[src/rtl/core/fess_pkg.sv]
package fess_pkg;

    localparam int SEC_W = 64;
    localparam int US_W  = 20;
    localparam int CFG_W = 32;
    localparam int IDX_W = 1;

    localparam logic [US_W-1:0]  US_MAX            = 20'd999999;
    localparam logic [CFG_W-1:0] IDLE_TIMEOUT_RST  = 32'd60;
    localparam logic [CFG_W-1:0] SCAN_INTERVAL_RST = 32'd10;

    localparam logic [IDX_W-1:0] CFG_IDLE_TIMEOUT  = 1'b0;
    localparam logic [IDX_W-1:0] CFG_SCAN_INTERVAL = 1'b1;

    typedef enum logic [1:0] {
        ST_OK        = 2'd0,
        ST_BAD_US    = 2'd1,
        ST_UNDERFLOW = 2'd2
    } t_status;

    typedef struct packed {
        logic             seen;
        logic [SEC_W-1:0] high_sec;
        logic [US_W-1:0]  high_us;
        logic [SEC_W-1:0] scan_sec;
        logic [US_W-1:0]  scan_us;
    } t_state;

    typedef struct packed {
        t_status          status;
        logic             scan_now;
        logic [SEC_W-1:0] cutoff_sec;
        logic [US_W-1:0]  cutoff_us;
    } t_result;

    typedef struct packed {
        logic [CFG_W-1:0] idle_timeout;
        logic [CFG_W-1:0] scan_interval;
    } t_cfg;

endpackage

[src/rtl/core/fess_cfg.sv]
module fess_cfg
    import fess_pkg::*;
(
    input  logic             i_clk,
    input  logic             i_rst_n,
    input  logic             i_cfg_wr_en,
    input  logic [IDX_W-1:0] i_cfg_index,
    input  logic [CFG_W-1:0] i_cfg_data,
    output t_cfg             o_cfg
);

    t_cfg r_cfg;

    always_ff @(posedge i_clk) begin
        if (!i_rst_n) begin
            r_cfg.idle_timeout  <= IDLE_TIMEOUT_RST;
            r_cfg.scan_interval <= SCAN_INTERVAL_RST;
        end else if (i_cfg_wr_en) begin
            unique case (i_cfg_index)
                CFG_IDLE_TIMEOUT:  r_cfg.idle_timeout  <= i_cfg_data;
                CFG_SCAN_INTERVAL: r_cfg.scan_interval <= i_cfg_data;
                default:           r_cfg <= r_cfg;
            endcase
        end
    end

    assign o_cfg = r_cfg;

endmodule

[src/rtl/core/fess_step.sv]
module fess_step
    import fess_pkg::*;
(
    input  t_cfg             i_cfg,
    input  t_state           i_state,
    input  logic [SEC_W-1:0] i_ts_sec,
    input  logic [US_W-1:0]  i_ts_us,
    output t_state           o_state,
    output t_result          o_result
);

    logic             us_bad;
    logic             ts_newer;
    logic [SEC_W-1:0] nh_sec;
    logic [US_W-1:0]  nh_us;
    logic [SEC_W:0]   tgt_sum;
    logic             tgt_ovf;
    logic             reached;
    logic             due;
    logic [SEC_W:0]   cut_diff;
    logic             cut_unf;

    always_comb begin
        us_bad   = i_ts_us > US_MAX;
        ts_newer = ($signed(i_ts_sec) > $signed(i_state.high_sec))
                   || ((i_ts_sec == i_state.high_sec) && (i_ts_us > i_state.high_us));
        nh_sec   = ts_newer ? i_ts_sec : i_state.high_sec;
        nh_us    = ts_newer ? i_ts_us  : i_state.high_us;

        tgt_sum  = {i_state.scan_sec[SEC_W-1], i_state.scan_sec}
                   + {{(SEC_W+1-CFG_W){1'b0}}, i_cfg.scan_interval};
        tgt_ovf  = tgt_sum[SEC_W] ^ tgt_sum[SEC_W-1];
        reached  = ($signed(nh_sec) > $signed(tgt_sum[SEC_W-1:0]))
                   || ((nh_sec == tgt_sum[SEC_W-1:0]) && (nh_us >= i_state.scan_us));
        due      = !tgt_ovf && reached;

        cut_diff = {nh_sec[SEC_W-1], nh_sec}
                   - {{(SEC_W+1-CFG_W){1'b0}}, i_cfg.idle_timeout};
        cut_unf  = cut_diff[SEC_W] ^ cut_diff[SEC_W-1];

        o_state             = i_state;
        o_result.status     = ST_OK;
        o_result.scan_now   = 1'b0;
        o_result.cutoff_sec = '0;
        o_result.cutoff_us  = '0;

        priority if (us_bad) begin
            o_result.status = ST_BAD_US;
        end else if (!i_state.seen) begin
            o_state.seen     = 1'b1;
            o_state.high_sec = i_ts_sec;
            o_state.high_us  = i_ts_us;
            o_state.scan_sec = i_ts_sec;
            o_state.scan_us  = i_ts_us;
        end else if (due && cut_unf) begin
            o_result.status = ST_UNDERFLOW;
        end else begin
            o_state.high_sec = nh_sec;
            o_state.high_us  = nh_us;
            if (due) begin
                o_state.scan_sec    = nh_sec;
                o_state.scan_us     = nh_us;
                o_result.scan_now   = 1'b1;
                o_result.cutoff_sec = cut_diff[SEC_W-1:0];
                o_result.cutoff_us  = nh_us;
            end
        end
    end

endmodule

[src/rtl/core/flow_expiry_scan_scheduler.sv]
// channel | valid      | stall       | payload
// in      | i_in_valid | o_in_stall  | i_ts_seconds, i_ts_micros
// out     | o_out_valid| i_out_stall | o_status, o_scan_now, o_cutoff_seconds, o_cutoff_micros
// cfg     | i_cfg_wr_en| -           | i_cfg_index, i_cfg_data
//
// One item per cycle unless the output stalls; each input passes the input register,
// then the result register. The scan state feedback (84-bit compare, 65-bit add and
// subtract) between the input register and the state/result registers sets fmax.
// Synchronous reset clears scan state and loads idle_timeout 60, scan_interval 10.
// o_in_stall rises only when both the input and the result register are full
// and the output is stalled.
module flow_expiry_scan_scheduler
    import fess_pkg::*;
(
    input  logic                    i_clk,
    input  logic                    i_rst_n,
    input  logic                    i_cfg_wr_en,
    input  logic [IDX_W-1:0]        i_cfg_index,
    input  logic [CFG_W-1:0]        i_cfg_data,
    input  logic                    i_in_valid,
    output logic                    o_in_stall,
    input  logic signed [SEC_W-1:0] i_ts_seconds,
    input  logic [US_W-1:0]         i_ts_micros,
    output logic                    o_out_valid,
    input  logic                    i_out_stall,
    output logic [1:0]              o_status,
    output logic                    o_scan_now,
    output logic signed [SEC_W-1:0] o_cutoff_seconds,
    output logic [US_W-1:0]         o_cutoff_micros
);

    t_cfg             cfg;
    t_state           r_state;
    t_state           n_state;
    t_result          n_result;
    t_result          r_result;
    logic             r_in_vld;
    logic             r_out_vld;
    logic [SEC_W-1:0] r_ts_sec;
    logic [US_W-1:0]  r_ts_us;
    logic             out_ready;
    logic             adv;

    fess_cfg u_cfg (
        .i_clk       (i_clk),
        .i_rst_n     (i_rst_n),
        .i_cfg_wr_en (i_cfg_wr_en),
        .i_cfg_index (i_cfg_index),
        .i_cfg_data  (i_cfg_data),
        .o_cfg       (cfg)
    );

    fess_step u_step (
        .i_cfg    (cfg),
        .i_state  (r_state),
        .i_ts_sec (r_ts_sec),
        .i_ts_us  (r_ts_us),
        .o_state  (n_state),
        .o_result (n_result)
    );

    assign out_ready  = !r_out_vld || !i_out_stall;
    assign adv        = r_in_vld && out_ready;
    assign o_in_stall = r_in_vld && !out_ready;

    always_ff @(posedge i_clk) begin
        if (!i_rst_n) begin
            r_in_vld  <= 1'b0;
            r_out_vld <= 1'b0;
            r_state   <= '0;
        end else begin
            if (i_in_valid && !o_in_stall) begin
                r_in_vld <= 1'b1;
            end else if (out_ready) begin
                r_in_vld <= 1'b0;
            end
            if (out_ready) begin
                r_out_vld <= r_in_vld;
            end
            if (adv) begin
                r_state <= n_state;
            end
        end
    end

    always_ff @(posedge i_clk) begin
        if (i_in_valid && !o_in_stall) begin
            r_ts_sec <= i_ts_seconds;
            r_ts_us  <= i_ts_micros;
        end
        if (adv) begin
            r_result <= n_result;
        end
    end

    assign o_out_valid      = r_out_vld;
    assign o_status         = r_result.status;
    assign o_scan_now       = r_result.scan_now;
    assign o_cutoff_seconds = r_result.cutoff_sec;
    assign o_cutoff_micros  = r_result.cutoff_us;

    a_due_ok: assert property (@(posedge i_clk) disable iff (!i_rst_n)
        (r_out_vld && r_result.scan_now) |-> (r_result.status == ST_OK))
        else $error("scan request with error status");

    a_err_zero: assert property (@(posedge i_clk) disable iff (!i_rst_n)
        (r_out_vld && (r_result.status != ST_OK))
        |-> (r_result.cutoff_sec == '0 && r_result.cutoff_us == '0))
        else $error("error result carries cutoff");

    a_seen_set: assert property (@(posedge i_clk) disable iff (!i_rst_n)
        (adv && (r_ts_us <= US_MAX)) |=> r_state.seen)
        else $error("valid timestamp did not set seen");

    a_us_range: assert property (@(posedge i_clk) disable iff (!i_rst_n)
        r_out_vld |-> (r_result.cutoff_us <= US_MAX && r_state.high_us <= US_MAX))
        else $error("microseconds out of range");

endmodule
[config.mk]
export PLATFORM = sky130hd
export DESIGN_NAME = flow_expiry_scan_scheduler
export DESIGN_NICKNAME = d
export VERILOG_FILES = /design/src/rtl/core/fess_pkg.sv /design/src/rtl/core/fess_cfg.sv /design/src/rtl/core/fess_step.sv /design/src/rtl/core/flow_expiry_scan_scheduler.sv
export SDC_FILE = /design/constraint.sdc
export NUM_CORES = 1
export LEC_CHECK = 0
export ABC_CLOCK_PERIOD_IN_PS = 13440
export BUFFER_PORTS_ARGS = -buffer_cell sky130_fd_sc_hd__buf_2
export CORE_AREA = 2 2 245 247
export CTS_BUF_LIST = sky130_fd_sc_hd__clkbuf_8
export CTS_CLUSTER_DIAMETER = 30
export DETAILED_ROUTE_END_ITERATION = 7
export DIE_AREA = 0 0 247 249
export PLACE_DENSITY = 0.66
export RECOVER_POWER = 100
export REMOVE_ABC_BUFFERS = 1
export SLEW_MARGIN = 15
export SYNTH_ARGS = -nofsm -noshare
export SYNTH_HDL_FRONTEND = slang
export SYNTH_SLANG_ARGS = --single-unit
[constraint.sdc]
create_clock -name i_clk -period 13.44 [get_ports i_clk]
set_input_delay 1.344 -clock i_clk [delete_from_list [all_inputs] [get_ports i_clk]]
set_output_delay 1.344 -clock i_clk [all_outputs]
set_load 0.02 [all_outputs]
==> flow_summary_export.csv <==
group,metric,value,unit
status,status,"finished, violations left",
status,violations,"max-capacitance violations, max-slew violations",
global_routing,grt_pass1_vias,22242,
cells_and_area,fin_cells,3881,
placed_design,post-place-cells,3696,
synthesis,ys_top_cells_by_area,"edfxtp_1 20%, dfxtp_1 18%, ha_1 11%",
sta,period_needed,11570,ps
clocking,cts_setup_buffers,0,
cells_and_area,num-nets-final,3378,
pwr,swShare,34.4,%
clocking,clk_latency,720,ps
floorplan,rows,89,
pwr,p_clk_share,38.0,%
floorplan,die_y,249,um
clocking,cts.sinks,406,
synthesis,synth_ff_type,"dfxtp_1",
cells_and_area,drive_above_1_share,12.5,%
worst_setup_path,cp_max_fo,74,
worst_setup_path,r2r_cells,23,
sta,tightest_slew,4230,ps
global_routing,grt_pass1_wl,122000,um
synthesis,synth_seq_cells,406,
clocking,cts-root-buf,"clkbuf_8",
clocking,h-tree-depth,3,
synthesis,synth_warnings,0,
floorplan,coreArea,58700,um^2
clocking,cts_resized,0,
global_routing,grt_start_max_net_pins,110,
synthesis,synth_edf_count,171,
clocking,hold_buffers,0,
sta,skew,32.4,ps
cells_and_area,multiInputGateArea,14600,um^2
cells_and_area,area.sequential,9840,um^2
global_routing,track_usage,25.4,%
detailed_routing,detail-route-antenna-nets,0,
cells_and_area,area_delta_synth_final,14.5,%
worst_setup_path,critPathRequiredTime,14060,ps
pwr,internal-power,0.00279,W
floorplan,die_area,61500,um^2
job,cap_violations,10,
detailed_routing,wl_per_cell,20.6,um
sta,hold_slack,465,ps
synthesis,synth_area,25700,um^2
synthesis,ys_seq_area_share,38.3,%
detailed_routing,drt_wl_total,79800,um
worst_setup_path,crit_path_end,"r_state[44]$_SDFFE_PN0P_",
synthesis,synthCells,2817,
hold_path,hold_class,"register to register",
global_routing,grt_antenna_before_repair,3,
clocking,cts_buffers,97,
detailed_routing,drtIter0Drc,1469,
sta,setup_violations,0,
detailed_routing,first_pass_iters,6,
floorplan,io_pins,211,
pwr,power.total,0.00426,W
hold_path,holdPathStages,2,
worst_setup_path,crit_type,"register to register",
global_routing,globalRoute.totalOverflow,0,
sta,max_freq,0.0864,GHz
sta,setup_tns,0,ps
worst_setup_path,cp_data_arrival_time,12190,ps
sta,finalHoldViolCount,0,
pwr,pwr-share-seq,34.3,%
synthesis,yosysTopAreaCell,"edfxtp_1",
cells_and_area,stdcell_area,29400,um^2
worst_setup_path,timing.reg2reg.setup_slack,1870,ps
worst_setup_path,cp-end-kind,"register",
floorplan,die_w,247,um
floorplan,start_util,43.8,%
worst_setup_path,cp-startpoint,"r_ts_sec[63]$_DFFE_PP_",
placed_design,routabilityCongestion,0.966,
synthesis,syn_area_per_cell,9.13,um^2
clocking,cts_tree,"done",
synthesis,async_flop_share,0,%
worst_setup_path,r2r_end,"r_state[44]$_SDFFE_PN0P_",
pwr,leakage,12.1,nW
pwr,irDropWorstVdd,0.0772,mV
detailed_routing,drc,0,
sta,rsz0062_at_grt,"false",
cells_and_area,nFillCells,5485,
synthesis,synth.distinct_cells,79,
worst_setup_path,startpoint_type,"register",
pwr,switchingPower,0.00147,W
detailed_routing,vias,22262,
placed_design,place_area,27400,um^2
placed_design,hpwl,58200,um
synthesis,synth_top_area_share,20.0,%
pwr,power.density,145,nW/um^2
detailed_routing,post_drt_via_cell_ratio,5.74,
worst_setup_path,timing.rr.start,"r_ts_sec[63]$_DFFE_PP_",
placed_design,portBuffers,210,
sta,finalMaxSlewViolations,520,
clocking,clk_pin_slew,50,ps
sta,fin_crit_sh,86.1,%
clocking,clockBufferDepth,3,
pwr,combPwrFrac,27.6,%
sta,maxSlewHeadroom,-182,%
## power by group through the flow
stage	clock [W]	sequential (W)	combinational, W
after floorplan	0	0.00149	0.000796
after global placement	0	0.00148	0.00113
after detailed placement	0	0.00148	0.00116
after CTS	0.00165	0.00146	0.00117
after global routing	0.00171	0.00147	0.00129
final	0.00162	0.00146	0.00118
## how the worst min path moves through the flow
stage | from | end | slack (ps)
after floorplan | r_state[103]$_SDFFE_PN0P_ | r_state[103]$_SDFFE_PN0P_ | 430
after global placement | r_state[163]$_SDFFE_PN0P_ | r_state[163]$_SDFFE_PN0P_ | 440
after detailed placement | r_state[103]$_SDFFE_PN0P_ | r_state[103]$_SDFFE_PN0P_ | 460
after CTS | r_state[103]$_SDFFE_PN0P_ | r_state[103]$_SDFFE_PN0P_ | 470
after global routing | r_state[87]$_SDFFE_PN0P_ | r_state[87]$_SDFFE_PN0P_ | 490
final | r_state[103]$_SDFFE_PN0P_ | r_state[103]$_SDFFE_PN0P_ | 470
## cell usage in the layout (no fill, tap or decap), types with 20 or more instances in the layout
| master | synthesis | final |
|---|---|---|
| a21boi_0 | 69 | 69 |
| a21o_1 | 38 | 38 |
| a21oi_1 | 177 | 177 |
| a31oi_1 | 21 | 20 |
| and3_1 | 32 | 32 |
| buf_2 | 20 | 100 |
| clkbuf_1 | 97 | 118 |
| clkbuf_8 | 0 | 109 |
| clkinv_2 | 0 | 21 |
| dfxtp_1 | 235 | 234 |
| edfxtp_1 | 171 | 171 |
| ha_1 | 232 | 232 |
| inv_1 | 213 | 223 |
| mux2_2 | 66 | 65 |
| mux2i_1 | 141 | 141 |
| nand2_1 | 396 | 396 |
| nand3_1 | 72 | 72 |
| nand4_1 | 44 | 44 |
| nor2_1 | 190 | 190 |
| nor2b_1 | 22 | 20 |
| nor3_1 | 41 | 40 |
| nor4_1 | 24 | 24 |
| o211ai_1 | 22 | 22 |
| o21ai_0 | 78 | 78 |
| o221a_1 | 64 | 64 |
| or3_1 | 22 | 22 |
| xnor2_1 | 55 | 55 |
| xor2_1 | 45 | 45 |
## cells by family after synthesis
group | after synthesis | synth area share (%)
XOR/XNOR | 100 | 3.41
buffers and inverters | 342 | 5.34
multiplexers | 208 | 8.43
flip-flops | 406 | 38.3
AND/OR/NAND/NOR | 920 | 16.4
adder cells (fa/ha/maj) | 234 | 11.4
AO/OA/AOI/OAI | 607 | 16.7
## state kept, by name (all words and copies together) (netlist names)
register and count:
o_cutoff_micros 20, o_cutoff_seconds 64, o_out_valid 1, o_scan_now 1
o_status 2, r_in_vld 1, r_state 169, r_ts_sec 64
r_ts_us 20, u_cfg.o_cfg 64
## per-stage QoR
step	utilization (%)	setup WS, ps
after floorplan	-	129
after global placement	46.7	3710
after detailed placement	46.7	3580
after CTS	50.5	3550
after global routing	50.2	1550
final	50.2	1870
## synthesized netlist by cell type, drive strengths merged, types with 4 or more instances
cell type and number:
nor2b 22, nand2 396, a211o 10, or4 10, o2111ai 12, and3 32
o21a 14, buf 32, and2 9, nand3 72, o211ai 22, or2 11
mux2 66, or3 22, o31ai 8, ha 232, xnor2 55, nor3b 10
a21boi 70, and4 11, nor3 43, nor2 192, a41oi 4, a221oi 6
mux2i 142, a21oi 177, edfxtp 171, xor2 45, inv 213, nand4 44
o221a 74, o311ai 8, o21bai 11, nor4 24, dfxtp 235, o21ai 81
a2111oi 7, clkbuf 97, nand2b 17, a31oi 21, a21o 38, a211oi 17
## layer usage
layer	track usage (%)	wire (um)
met1	32.3	34000
met2	40.5	36200
met3	5.86	5970
met4	12.4	3630
met5	0	13
## layout make-up
class / instances / area share (%)
clock inverters: 75 / 2.40
clock buffers: 109 / 5.09
multi-input cells: 2069 / 49.4
well taps: 773 / 3.28
flip-flops and latches: 406 / 33.4
inverters: 213 / 2.71
repair buffers: 235 / 3.64
diodes: 1 / 0.00850
## critical path, stage by stage (launching register included)
cell and delay, ps:
edfxtp_1 500, ha_1 540, nand4_1 250, nor4_1 970, and2_0 370, a22o_1 270
or2_1 200, o211ai_1 230, nand2_1 2000, buf_4 950, o21ai_0 460, ha_1 430
nand4_1 230, or4_1 600, or4_1 490, a211oi_1 200, a211oi_1 100, nor4bb_1 150
nor3_2 300, nand2_1 330, or3_1 520, a31oi_4 180, buf_4 780, o221a_1 320
Note: power is estimated with default switching activity, not from simulation.
